### src/sv/md5s_pkg.sv
// Shared types, round constants and index helpers for the MD5 stream hash core.
package md5s_pkg;

    localparam int WORDS      = 16;
    localparam int WORD_AW    = 4;

    localparam logic [31:0] IV_A = 32'h67452301;
    localparam logic [31:0] IV_B = 32'hefcdab89;
    localparam logic [31:0] IV_C = 32'h98badcfe;
    localparam logic [31:0] IV_D = 32'h10325476;

    localparam logic [7:0] PAD_MARK_BYTE = 8'h80;
    localparam logic [5:0] LEN_POS       = 6'd56;
    localparam logic [5:0] LAST_POS      = 6'd63;
    localparam logic [5:0] LAST_ROUND    = 6'd63;

    typedef enum logic [2:0] {
        ST_LOAD,
        ST_PAD_MARK,
        ST_PAD_ZERO,
        ST_PAD_LEN,
        ST_CMP_INIT,
        ST_CMP_RUN,
        ST_CMP_ADD,
        ST_DONE
    } md5s_state_t;

    localparam logic [31:0] ROUND_ADD [64] = '{
        32'hd76aa478, 32'he8c7b756, 32'h242070db, 32'hc1bdceee,
        32'hf57c0faf, 32'h4787c62a, 32'ha8304613, 32'hfd469501,
        32'h698098d8, 32'h8b44f7af, 32'hffff5bb1, 32'h895cd7be,
        32'h6b901122, 32'hfd987193, 32'ha679438e, 32'h49b40821,
        32'hf61e2562, 32'hc040b340, 32'h265e5a51, 32'he9b6c7aa,
        32'hd62f105d, 32'h02441453, 32'hd8a1e681, 32'he7d3fbc8,
        32'h21e1cde6, 32'hc33707d6, 32'hf4d50d87, 32'h455a14ed,
        32'ha9e3e905, 32'hfcefa3f8, 32'h676f02d9, 32'h8d2a4c8a,
        32'hfffa3942, 32'h8771f681, 32'h6d9d6122, 32'hfde5380c,
        32'ha4beea44, 32'h4bdecfa9, 32'hf6bb4b60, 32'hbebfbc70,
        32'h289b7ec6, 32'heaa127fa, 32'hd4ef3085, 32'h04881d05,
        32'hd9d4d039, 32'he6db99e5, 32'h1fa27cf8, 32'hc4ac5665,
        32'hf4292244, 32'h432aff97, 32'hab9423a7, 32'hfc93a039,
        32'h655b59c3, 32'h8f0ccc92, 32'hffeff47d, 32'h85845dd1,
        32'h6fa87e4f, 32'hfe2ce6e0, 32'ha3014314, 32'h4e0811a1,
        32'hf7537e82, 32'hbd3af235, 32'h2ad7d2bb, 32'heb86d391
    };

    localparam logic [4:0] ROT_AMT [16] = '{
        5'd7, 5'd12, 5'd17, 5'd22, 5'd5, 5'd9, 5'd14, 5'd20,
        5'd4, 5'd11, 5'd16, 5'd23, 5'd6, 5'd10, 5'd15, 5'd21
    };

    // message word used by round r
    function automatic logic [3:0] msg_index(input logic [5:0] r);
        logic [3:0] lo;
        logic [3:0] idx;
        lo = r[3:0];
        unique case (r[5:4])
            2'd0: idx = lo;
            2'd1: idx = 4'(lo << 2) + lo + 4'd1;
            2'd2: idx = 4'(lo << 1) + lo + 4'd5;
            default: idx = 4'(lo << 3) - lo;
        endcase
        return idx;
    endfunction

    function automatic logic [31:0] rotl32(input logic [31:0] v, input logic [4:0] s);
        logic [63:0] dbl;
        dbl = {v, v} << s;
        return dbl[63:32];
    endfunction

endpackage

### src/sv/md5s_ram.sv
// Generic single-write, single-read synchronous RAM with registered read data.
module md5s_ram #(
    parameter int WIDTH = 32,
    parameter int DEPTH = 16,
    localparam int AW = $clog2(DEPTH)
) (
    input  logic             clk,
    input  logic             we,
    input  logic [AW-1:0]    waddr,
    input  logic [WIDTH-1:0] wdata,
    input  logic [AW-1:0]    raddr,
    output logic [WIDTH-1:0] rdata
);

    logic [WIDTH-1:0] mem [DEPTH];

    always_ff @(posedge clk)
    begin
        if (we)
        begin
            mem[waddr] <= wdata;
        end
        rdata <= mem[raddr];
    end

endmodule

### src/sv/md5s_round.sv
// One MD5 round step: computes the new B word from the working words and message word.
module md5s_round (
    input  logic [31:0] a,
    input  logic [31:0] b,
    input  logic [31:0] c,
    input  logic [31:0] d,
    input  logic [31:0] w,
    input  logic [5:0]  round,
    output logic [31:0] b_new
);

    logic [31:0] f;
    logic [31:0] sum;

    always_comb
    begin
        unique case (round[5:4])
            2'd0: f = (b & c) | (~b & d);
            2'd1: f = (b & d) | (c & ~d);
            2'd2: f = b ^ c ^ d;
            default: f = c ^ (b | ~d);
        endcase
    end

    assign sum   = a + f + md5s_pkg::ROUND_ADD[round] + w;
    assign b_new = b + md5s_pkg::rotl32(sum, md5s_pkg::ROT_AMT[{round[5:4], round[1:0]}]);

endmodule

### src/sv/md5_stream_hash_core.sv
// MD5 stream hash core: byte intake, padding, block compression and digest output.
// Items are accepted back to back in the load state while a block fills; each full 64-byte
// block is then compressed (init, 64 rounds, chaining add) with input held.
// Finishing a message, with input also held, writes the padding bytes into the buffer,
// compresses each padded block, then loads the digest register. Reset clears all control
// state and loads the MD5 initial chaining words; the block buffer RAM is not cleared.
module md5_stream_hash_core (
    input  logic        clk,
    input  logic        rst_n,
    input  logic        in_valid,
    output logic        in_ready,
    input  logic [7:0]  data_byte,
    input  logic        has_byte,
    input  logic        last_item,
    output logic        out_valid,
    input  logic        out_ready,
    output logic [63:0] digest_first,
    output logic [63:0] digest_second
);

    // Byte swap: MD5 emits each chaining word least significant byte first.
    function automatic logic [31:0] bswap32(input logic [31:0] v);
        return {v[7:0], v[15:8], v[23:16], v[31:24]};
    endfunction

    md5s_pkg::md5s_state_t state_reg, state_next;
    md5s_pkg::md5s_state_t ret_reg, ret_next;

    // chaining words and working registers of the compression
    logic [31:0] chain_a_reg, chain_b_reg, chain_c_reg, chain_d_reg;
    logic [31:0] chain_a_next, chain_b_next, chain_c_next, chain_d_next;
    logic [31:0] a_reg, b_reg, c_reg, d_reg;
    logic [31:0] a_next, b_next, c_next, d_next;
    logic [5:0]  round_reg, round_next;

    // block fill position, message bit count and partial word (bytes 0..2)
    logic [5:0]  pos_reg, pos_next;
    logic [63:0] bit_count_reg, bit_count_next;
    logic [23:0] acc_reg, acc_next;

    logic        out_valid_reg, out_valid_next;
    logic [63:0] digest_first_reg, digest_first_next;
    logic [63:0] digest_second_reg, digest_second_next;

    // put-byte path into the block buffer
    logic        put_en;
    logic [7:0]  put_val;
    logic [2:0]  len_idx;

    // block buffer RAM: 16 little-endian message words
    logic                           ram_we;
    logic [md5s_pkg::WORD_AW-1:0]   ram_waddr;
    logic [31:0]                    ram_wdata;
    logic [md5s_pkg::WORD_AW-1:0]   ram_raddr;
    logic [31:0]                    ram_rdata;

    logic [31:0] round_b;
    logic        in_fire;
    logic        digest_load;

    md5s_ram #(
        .WIDTH (32),
        .DEPTH (md5s_pkg::WORDS)
    ) u_block_ram (
        .clk   (clk),
        .we    (ram_we),
        .waddr (ram_waddr),
        .wdata (ram_wdata),
        .raddr (ram_raddr),
        .rdata (ram_rdata)
    );

    md5s_round u_round (
        .a     (a_reg),
        .b     (b_reg),
        .c     (c_reg),
        .d     (d_reg),
        .w     (ram_rdata),
        .round (round_reg),
        .b_new (round_b)
    );

    assign in_ready      = (state_reg == md5s_pkg::ST_LOAD);
    assign in_fire       = in_valid && in_ready;
    assign digest_load   = (state_reg == md5s_pkg::ST_DONE) && (!out_valid_reg || out_ready);
    assign out_valid     = out_valid_reg;
    assign digest_first  = digest_first_reg;
    assign digest_second = digest_second_reg;
    assign len_idx       = pos_reg[2:0];

    // Next state and return point after a compression
    always_comb
    begin
        state_next = state_reg;
        ret_next   = ret_reg;
        unique case (state_reg)
            md5s_pkg::ST_LOAD:
            begin
                if (in_fire)
                begin
                    if (has_byte && pos_reg == md5s_pkg::LAST_POS)
                    begin
                        state_next = md5s_pkg::ST_CMP_INIT;
                        ret_next   = last_item ? md5s_pkg::ST_PAD_MARK : md5s_pkg::ST_LOAD;
                    end
                    else if (last_item)
                    begin
                        state_next = md5s_pkg::ST_PAD_MARK;
                    end
                end
            end
            md5s_pkg::ST_PAD_MARK:
            begin
                if (pos_reg == md5s_pkg::LAST_POS)
                begin
                    state_next = md5s_pkg::ST_CMP_INIT;
                    ret_next   = md5s_pkg::ST_PAD_ZERO;
                end
                else
                begin
                    state_next = md5s_pkg::ST_PAD_ZERO;
                end
            end
            md5s_pkg::ST_PAD_ZERO:
            begin
                if (pos_reg == md5s_pkg::LEN_POS)
                begin
                    state_next = md5s_pkg::ST_PAD_LEN;
                end
                else if (pos_reg == md5s_pkg::LAST_POS)
                begin
                    state_next = md5s_pkg::ST_CMP_INIT;
                    ret_next   = md5s_pkg::ST_PAD_ZERO;
                end
            end
            md5s_pkg::ST_PAD_LEN:
            begin
                if (pos_reg == md5s_pkg::LAST_POS)
                begin
                    state_next = md5s_pkg::ST_CMP_INIT;
                    ret_next   = md5s_pkg::ST_DONE;
                end
            end
            md5s_pkg::ST_CMP_INIT:
            begin
                state_next = md5s_pkg::ST_CMP_RUN;
            end
            md5s_pkg::ST_CMP_RUN:
            begin
                if (round_reg == md5s_pkg::LAST_ROUND)
                begin
                    state_next = md5s_pkg::ST_CMP_ADD;
                end
            end
            md5s_pkg::ST_CMP_ADD:
            begin
                state_next = ret_reg;
            end
            md5s_pkg::ST_DONE:
            begin
                if (digest_load)
                begin
                    state_next = md5s_pkg::ST_LOAD;
                end
            end
            default:
            begin
                state_next = md5s_pkg::ST_LOAD;
            end
        endcase
    end

    // Byte source for the buffer: message byte, 0x80 mark, zero fill or length byte
    always_comb
    begin
        put_en  = 1'b0;
        put_val = 8'h00;
        unique case (state_reg)
            md5s_pkg::ST_LOAD:
            begin
                put_en  = in_fire && has_byte;
                put_val = data_byte;
            end
            md5s_pkg::ST_PAD_MARK:
            begin
                put_en  = 1'b1;
                put_val = md5s_pkg::PAD_MARK_BYTE;
            end
            md5s_pkg::ST_PAD_ZERO:
            begin
                put_en  = (pos_reg != md5s_pkg::LEN_POS);
                put_val = 8'h00;
            end
            md5s_pkg::ST_PAD_LEN:
            begin
                put_en  = 1'b1;
                put_val = 8'(bit_count_reg >> {len_idx, 3'b000});
            end
            default:
            begin
                put_en  = 1'b0;
                put_val = 8'h00;
            end
        endcase
    end

    // Datapath next values
    always_comb
    begin
        pos_next           = pos_reg;
        acc_next           = acc_reg;
        bit_count_next     = bit_count_reg;
        ram_we             = 1'b0;
        ram_waddr          = pos_reg[5:2];
        ram_wdata          = {put_val, acc_reg};
        ram_raddr          = md5s_pkg::msg_index(6'd0);
        a_next             = a_reg;
        b_next             = b_reg;
        c_next             = c_reg;
        d_next             = d_reg;
        round_next         = round_reg;
        chain_a_next       = chain_a_reg;
        chain_b_next       = chain_b_reg;
        chain_c_next       = chain_c_reg;
        chain_d_next       = chain_d_reg;
        out_valid_next     = out_valid_reg;
        digest_first_next  = digest_first_reg;
        digest_second_next = digest_second_reg;

        if (out_valid_reg && out_ready)
        begin
            out_valid_next = 1'b0;
        end

        // assemble little-endian words, write on the fourth byte
        if (put_en)
        begin
            pos_next = pos_reg + 6'd1;
            unique case (pos_reg[1:0])
                2'd0: acc_next[7:0]   = put_val;
                2'd1: acc_next[15:8]  = put_val;
                2'd2: acc_next[23:16] = put_val;
                default: ram_we       = 1'b1;
            endcase
        end

        if (in_fire && has_byte)
        begin
            bit_count_next = bit_count_reg + 64'd8;
        end

        unique case (state_reg)
            md5s_pkg::ST_CMP_INIT:
            begin
                a_next     = chain_a_reg;
                b_next     = chain_b_reg;
                c_next     = chain_c_reg;
                d_next     = chain_d_reg;
                round_next = 6'd0;
                ram_raddr  = md5s_pkg::msg_index(6'd0);
            end
            md5s_pkg::ST_CMP_RUN:
            begin
                a_next     = d_reg;
                d_next     = c_reg;
                c_next     = b_reg;
                b_next     = round_b;
                round_next = round_reg + 6'd1;
                // prefetch the word for the next round
                ram_raddr  = md5s_pkg::msg_index(round_reg + 6'd1);
            end
            md5s_pkg::ST_CMP_ADD:
            begin
                chain_a_next = chain_a_reg + a_reg;
                chain_b_next = chain_b_reg + b_reg;
                chain_c_next = chain_c_reg + c_reg;
                chain_d_next = chain_d_reg + d_reg;
            end
            md5s_pkg::ST_DONE:
            begin
                if (digest_load)
                begin
                    out_valid_next     = 1'b1;
                    digest_first_next  = {bswap32(chain_a_reg), bswap32(chain_b_reg)};
                    digest_second_next = {bswap32(chain_c_reg), bswap32(chain_d_reg)};
                    chain_a_next       = md5s_pkg::IV_A;
                    chain_b_next       = md5s_pkg::IV_B;
                    chain_c_next       = md5s_pkg::IV_C;
                    chain_d_next       = md5s_pkg::IV_D;
                    bit_count_next     = 64'd0;
                    pos_next           = 6'd0;
                end
            end
            default:
            begin
            end
        endcase
    end

    always_ff @(posedge clk or negedge rst_n)
    begin
        if (!rst_n)
        begin
            state_reg     <= md5s_pkg::ST_LOAD;
            ret_reg       <= md5s_pkg::ST_LOAD;
            pos_reg       <= 6'd0;
            bit_count_reg <= 64'd0;
            round_reg     <= 6'd0;
            chain_a_reg   <= md5s_pkg::IV_A;
            chain_b_reg   <= md5s_pkg::IV_B;
            chain_c_reg   <= md5s_pkg::IV_C;
            chain_d_reg   <= md5s_pkg::IV_D;
            out_valid_reg <= 1'b0;
        end
        else
        begin
            state_reg     <= state_next;
            ret_reg       <= ret_next;
            pos_reg       <= pos_next;
            bit_count_reg <= bit_count_next;
            round_reg     <= round_next;
            chain_a_reg   <= chain_a_next;
            chain_b_reg   <= chain_b_next;
            chain_c_reg   <= chain_c_next;
            chain_d_reg   <= chain_d_next;
            out_valid_reg <= out_valid_next;
        end
    end

    // payload registers, no reset
    always_ff @(posedge clk)
    begin
        acc_reg           <= acc_next;
        a_reg             <= a_next;
        b_reg             <= b_next;
        c_reg             <= c_next;
        d_reg             <= d_next;
        digest_first_reg  <= digest_first_next;
        digest_second_reg <= digest_second_next;
    end

endmodule

### config.mk
export PLATFORM = sky130hd
export DESIGN_NAME = md5_stream_hash_core
export DESIGN_NICKNAME = d
export VERILOG_FILES = /design/src/sv/md5s_pkg.sv /design/src/sv/md5s_ram.sv /design/src/sv/md5s_round.sv /design/src/sv/md5_stream_hash_core.sv
export SDC_FILE = /design/constraint.sdc
export NUM_CORES = 2
export LEC_CHECK = 0
export ABC_AREA = 1
export BUFFER_PORTS_ARGS = -buffer_cell sky130_fd_sc_hd__buf_4
export CORE_ASPECT_RATIO = 1.1
export CORE_UTILIZATION = 37
export DETAILED_ROUTE_END_ITERATION = 7
export GPL_TIMING_DRIVEN = 0
export PLACE_DENSITY = 0.58
export SETUP_SLACK_MARGIN = 0.2
export SLEW_MARGIN = 20
export SYNTH_ARGS = -nofsm -noshare
export SYNTH_HDL_FRONTEND = slang
export SYNTH_SLANG_ARGS = --single-unit
### constraint.sdc
create_clock -name clk -period 12.25 [get_ports clk]
set_input_delay 2.45 -clock clk [delete_from_list [all_inputs] [get_ports clk]]
set_output_delay 2.45 -clock clk [all_outputs]
set_load 0.02 [all_outputs]
-- After elaboration in Yosys (flattened, before gate mapping)
Memories as Yosys holds them, arrays and structs flattened. A register that Yosys moved wholly into a read port is not among the register bits.
Cells that the tools add are included.
Widths: inputs -> output; s select.
- bits in registers: 491
- RAM bits: 512
- ROM bits: 2128
- input port bits: 14
- output and inout bits: 130
- word-level logic and storage cells: 154
- memories: 3
- add/sub/neg operators: 16
- $lt $le $gt $ge: 2
- equal/unequal tests: 24
- shift operators: 2
- muxes and demuxes: 51
- bitwise logic cells: 14
- reduce and logical (&&, ||, !) cells: 23
- memories (memory ; depth ; bits a word ; read ports ; clocked after memory_dff ; write ports ; line ; RTL):
    (no name shown) ; 64 ; 32 ; 1 ; 0 ; 0 ; md5s_round.sv:25 ; assign sum = a + f + md5s_pkg::ROUND_ADD[round] + w;
    u_block_ram.mem ; 16 ; 32 ; 1 ; 1 ; 1 ; md5s_ram.sv:15 ; logic [WIDTH-1:0] mem [DEPTH];
    (no name shown) ; 16 ; 5 ; 1 ; 0 ; 0 ; md5s_round.sv:26 ; assign b_new = b + md5s_pkg::rotl32(sum, md5s_pkg::ROT_AMT[{round[5:4], round[1:0]}]);
- operator list (kind ; number):
    $pmux 32 s2 ; 8
    $add 32x32->32 ; 8
    $mux 32 ; 6
    $mux 64 ; 3
    $and 32x32->32 ; 4
    $or 32x32->32 ; 3
    $pmux 32 s3 ; 1
    $xor 32x32->32 ; 3
    $add 64x4->64 const B ; 1
    $not 32->32 ; 2
    $shl 64x5->64 ; 1
    $shr 64x6->8 ; 1
    $mux 3 ; 13
    $pmux 3 s8 ; 1
    $pmux 8 s3 ; 1
    $eq 6x6->1 const B ; 3
    $mux 6 ; 3
    $add 6x1->6 const B ; 2
    $eq 3x3->1 const B ; 4
    $pmux 3 s4 ; 1
    $pmux 4 s3 ; 1
    $pmux 6 s2 ; 1
    $mux 5 ; 2
    $reduce_and 2->1 ; 5
    other kinds (30) ; 54

-- Longest topological paths before layout
- depth after elaboration: 10
- gate-level depth with buffers: 50

-- Modules after synthesis
From an unflattened synthesis, not the netlist that was laid out.
- cells, all modules: 8322
- area, all modules: 64765.9 um^2
- modules (own cells, without submodules) (module ; instances ; cells each ; area an instance (um^2) ; sequential area each (um^2)):
    md5_stream_hash_core ; 1 ; 4032 ; 30126.4 ; 13693.1
    md5s_ram ; 1 ; 2120 ; 22730.6 ; 16015.4
    md5s_round ; 1 ; 2170 ; 11908.9 ; 0.0

-- Least setup slack after synthesis
OpenSTA, ideal clock, no wires.
- path type: reg2reg
- start: register round_reg[0]
- end: register b_reg[24] (data pin)
- data arrival time: 7539 ps
- slack: 4445 ps
- cell stages (with the launch flop): 44
- buffers on the path: 2
- clock period less this slack: 7805 ps
- path through: dfrtp_1 buf_2 clkinv_1 ha_1 clkbuf_1 nand2_1 inv_1 nor2_1 inv_1 o21ai_0 o311ai_0 a21oi_1 fa_1 fa_1 inv_1 ha_1 inv_1 fa_1 [... 8 more ...] or2_2 o211ai_1 nand3_1 nand3_1 nand2_1 ha_1 fa_1 nand3_1 nand3_1 a21oi_1 o21ai_0 a21boi_1 o21ai_0 a21boi_1 o21bai_1 a21oi_1 xor2_1 o21ai_1
- word-level cells in the longest chain between the ends: 9
- elaborated cells on any way between the ends: 13
- classes of those cells: add/sub (3); shift (1); mux (5); bitwise (2); memory (2)
- RTL lines (what ; line ; RTL):
    start: declaration ; md5_stream_hash_core.sv:34 ; logic [5:0] round_reg, round_next;
    start signal: assignment ; md5_stream_hash_core.sv:321 ; round_reg <= round_next;
    $not 6->7 (implied by the code) ; md5s_round.sv:25 ;
    $mem_v2 64x32 ; - ;
    $mux 32 (implied by the code) (2 in series) ; md5s_round.sv:25 ;
    $add 32x32->32 (2 in series) ; md5s_round.sv:25 ;
    $shl 64x5->64 (*) ; md5s_pkg.sv:68 ; dbl = {v, v} << s;
    $add 32x32->32 (*) ; md5s_round.sv:26 ;
    $pmux 32 s2 (*) ; md5_stream_hash_core.sv:252 ; unique case (state_reg)
    named net b_next[24] ; md5_stream_hash_core.sv:33 ; logic [31:0] a_next, b_next, c_next, d_next;
    end signal: assignment ; md5_stream_hash_core.sv:335 ; b_reg <= b_next;
    end: declaration ; md5_stream_hash_core.sv:32 ; logic [31:0] a_reg, b_reg, c_reg, d_reg;
Mark *: on every way through the listed nets, which the timed path passes. The rest lies on a longest branch. The select of a mux whose other input is x is not followed.
A chain may end at the register's enable or synchronous reset.

-- Worst setup path after layout
Ends and elaborated chain as after synthesis.

==> results.cfg <==
[setup_path]
cpMaxStageDelayCell = a2111oi_1
path_common_cell = nand3_1
crit_type = reg -> reg
cp_num_buf_inv = 8
r2r-start = round_reg[0]
worstPathArrival_ns = 11.98
slowest_delay_ns = 0.87
cp_max_fo = 14
cp-end-kind = flop
crit_path_start_kind = flop
crit_path_start = round_reg[0]
cp.required_ns = 12.71
rrSetupSlack_ns = 0.72
path_delay_family = compound AO/OA/AOI/OAI gates

[timing]
maxSlewViolCount = 0
hold_viol_final = 0
fin_tns_setup_ns = 0
setup_violations = 0
finClkSkew_ns = 0.0991
tightest_slew_ns = 1.27
rsz0062_at_grt = no
fmax_ghz = 0.0868
min_period_over_period_pct = 94.1
slew-limit-headroom_pct = 15.2
fin_crit_ns = 11.53

[synth]
synth_compound_area_share_pct = 16.6
yosysUniqueCellTypes = 70
synthFlopType = edfxtp_1
ys_seq_area_share_pct = 50.5
synthArstFlopShare_pct = 20.2
synth_area_mm2 = 0.0588
synth_area_per_cell_um2 = 8.93
synth-xor-area-share_pct = 2.17
ys_seq_elements = 1032
synth_fa_ha_area_share_pct = 6.90
synth_top_family_by_area = compound AO/OA/AOI/OAI gates
syn-num-nets = 6882
synthMuxAreaShare_pct = 0.0723
synth-simple-area-share_pct = 15.6
synth_warnings = 0
synthCells = 6584
synth_edf_count = 792

[cells_and_area]
finalNonFillerCells = 9073
post-route-util_pct = 42.7
final_area_mm2 = 0.0675
nets = 7177
syn_to_final_growth_pct = 14.8
drive_above_1_share_pct = 8.48
largest_register_ff_count = 512

[clock_tree]
cts.sink_count = 1032
cts_made_buffers = 111
h-tree-depth = 3
cts_max_path_buffers = 3
cts_setup_buffers = 0
clk_pin_slew_ns = 0.06
clock-root-buffer = clkbuf_16
clk_latency_ns = 0.81
cts_tree = done

[global_route]
grt.overflow.total = 0
grt_pass1_vias = 49000
grt.total_usage_pct = 29.3
grt_pass1_wl_um = 341000
antenna_found_initial = 8
grt_max_degree = 72

[floorplanning]
row_count = 153
die_h_um = 420
dieArea_mm2 = 0.161
start_util_pct = 37.2
ioPinCount = 144
fp.coreArea_mm2 = 0.158
die_w_um = 382

[routing]
vias_per_cell = 5.68
routed_wl_um = 238000
routed-via-count = 51600
drc_errors = 0
ant_nets = 0
drtIter0Drc = 5919
wl_per_cell_um = 26.2
drt-pass1-iter-count = 8

[placed_design]
dp_hpwl_um = 179000
dpl-instance-area_mm2 = 0.0635
io_buffers = 143
gp_congestion = 1.07
dp_cells = 8858

[worst_hold_path]
min_from = chain_a_reg[4]
min_path_type = reg -> reg

[job]
max-cap-violations = 0

[outcome]
status = finished, final reports clean
[final timing paths]
check / to / cells after the start
hold / removal: digest_first[60] / 0
setup reg to reg: b_reg[24] / 40
hold reg to reg: digest_first[60] / 0
max in group asynchronous: chain_a_reg[6] / 3
min in group asynchronous: chain_c_reg[13] / 1
setup / recovery: b_reg[24] / 40
[layer usage]
metal	vias up	track usage, %	wire length, µm
li1	23400	-	-
met1	24900	36.2	90900
met2	2660	47.5	109000
met3	660	4.67	19900
met4	2	19.1	18100
met5	-	0	13
[final cells by class]
type / count / area, µm²
inverter: 987 / 3710
timing repair buffer: 182 / 1930
fill: 15600 / 90400
multi-input combinational: 4312 / 24500
clock buffer: 152 / 3120
buffer: 253 / 1060
clock inverter: 60 / 817
sequential: 1032 / 29700
antenna: 3 / 7.51
tap: 2092 / 2620
[cells in the mapped netlist, types with 4 or more instances]
master | n | area share [%]
or2_2 | 23 | 0.24
nor2_1 | 377 | 2.4
buf_2 | 57 | 0.49
fa_1 | 67 | 2.3
a32o_1 | 10 | 0.17
a21o_1 | 18 | 0.23
a211oi_1 | 17 | 0.22
nand3_1 | 472 | 4.0
a31oi_1 | 24 | 0.26
clkinv_1 | 5 | 0.032
xor2_1 | 91 | 1.4
nor2_4 | 5 | 0.096
nor4_1 | 26 | 0.28
nand2_1 | 1070 | 6.8
o21ai_0 | 601 | 5.1
edfxtp_1 | 792 | 40
o22ai_1 | 73 | 0.78
inv_2 | 25 | 0.16
a2111oi_0 | 10 | 0.15
nand3b_1 | 8 | 0.10
nand4_1 | 35 | 0.37
a221oi_1 | 11 | 0.16
dfxtp_1 | 32 | 1.1
o311ai_1 | 40 | 0.60
o21a_1 | 11 | 0.14
dfstp_2 | 64 | 2.9
clkbuf_1 | 165 | 1.1
buf_1 | 26 | 0.17
ha_1 | 217 | 4.6
inv_1 | 957 | 6.1
o21bai_1 | 14 | 0.18
a21oi_1 | 613 | 5.2
xnor2_1 | 50 | 0.74
nand3_2 | 4 | 0.068
a21boi_0 | 7 | 0.089
dfrtp_1 | 144 | 6.1
o21ai_1 | 100 | 0.85
o31ai_1 | 51 | 0.65
o211ai_1 | 94 | 1.2
o32ai_1 | 5 | 0.074
o221ai_1 | 21 | 0.31
nor3_1 | 104 | 0.89
[what timing repair did]
action,4_1_cts,5_1_grt
endpoints found under the hold margin,0,0
gates resized for setup,0,3
setup endpoints to repair,0,4
hold buffers,0,0
[cell families (layout without fill, tap and decap cells)]
group / count (synthesis) / after routing
simple gates: 2143 / 2143
xor+xnor: 143 / 143
flops: 1032 / 1032
fa+ha+maj: 284 / 284
other cells: 0 / 3
compound gates: 1738 / 1738
mux: 4 / 4
buf+inv: 1240 / 1634
[layout by cell type (no fill, tap or decap), types with 67 or more instances in the layout]
master	instances
nand2_1	1070
o22ai_1	73
a21oi_1	612
inv_1	957
fa_1	67
nor3_1	104
o21ai_0	601
nor2_1	359
ha_1	217
nand3_1	472
buf_4	144
clkbuf_1	182
dfrtp_1	144
xor2_1	91
o21ai_1	100
edfxtp_1	792
o211ai_1	94
clkbuf_16	112
[through the flow]
stage               setup WS (ns)  hold slack (ns)
finish                      0.724            0.481
global route                0.291            0.480
CTS                         0.596            0.460
detailed placement          0.632            0.460
global placement           0.0989            0.463
floorplan                    4.45            0.438
Power is left out: the tool's default activity adds up to more than one toggle a clock period on the data nets, which glitch-free logic cannot reach.
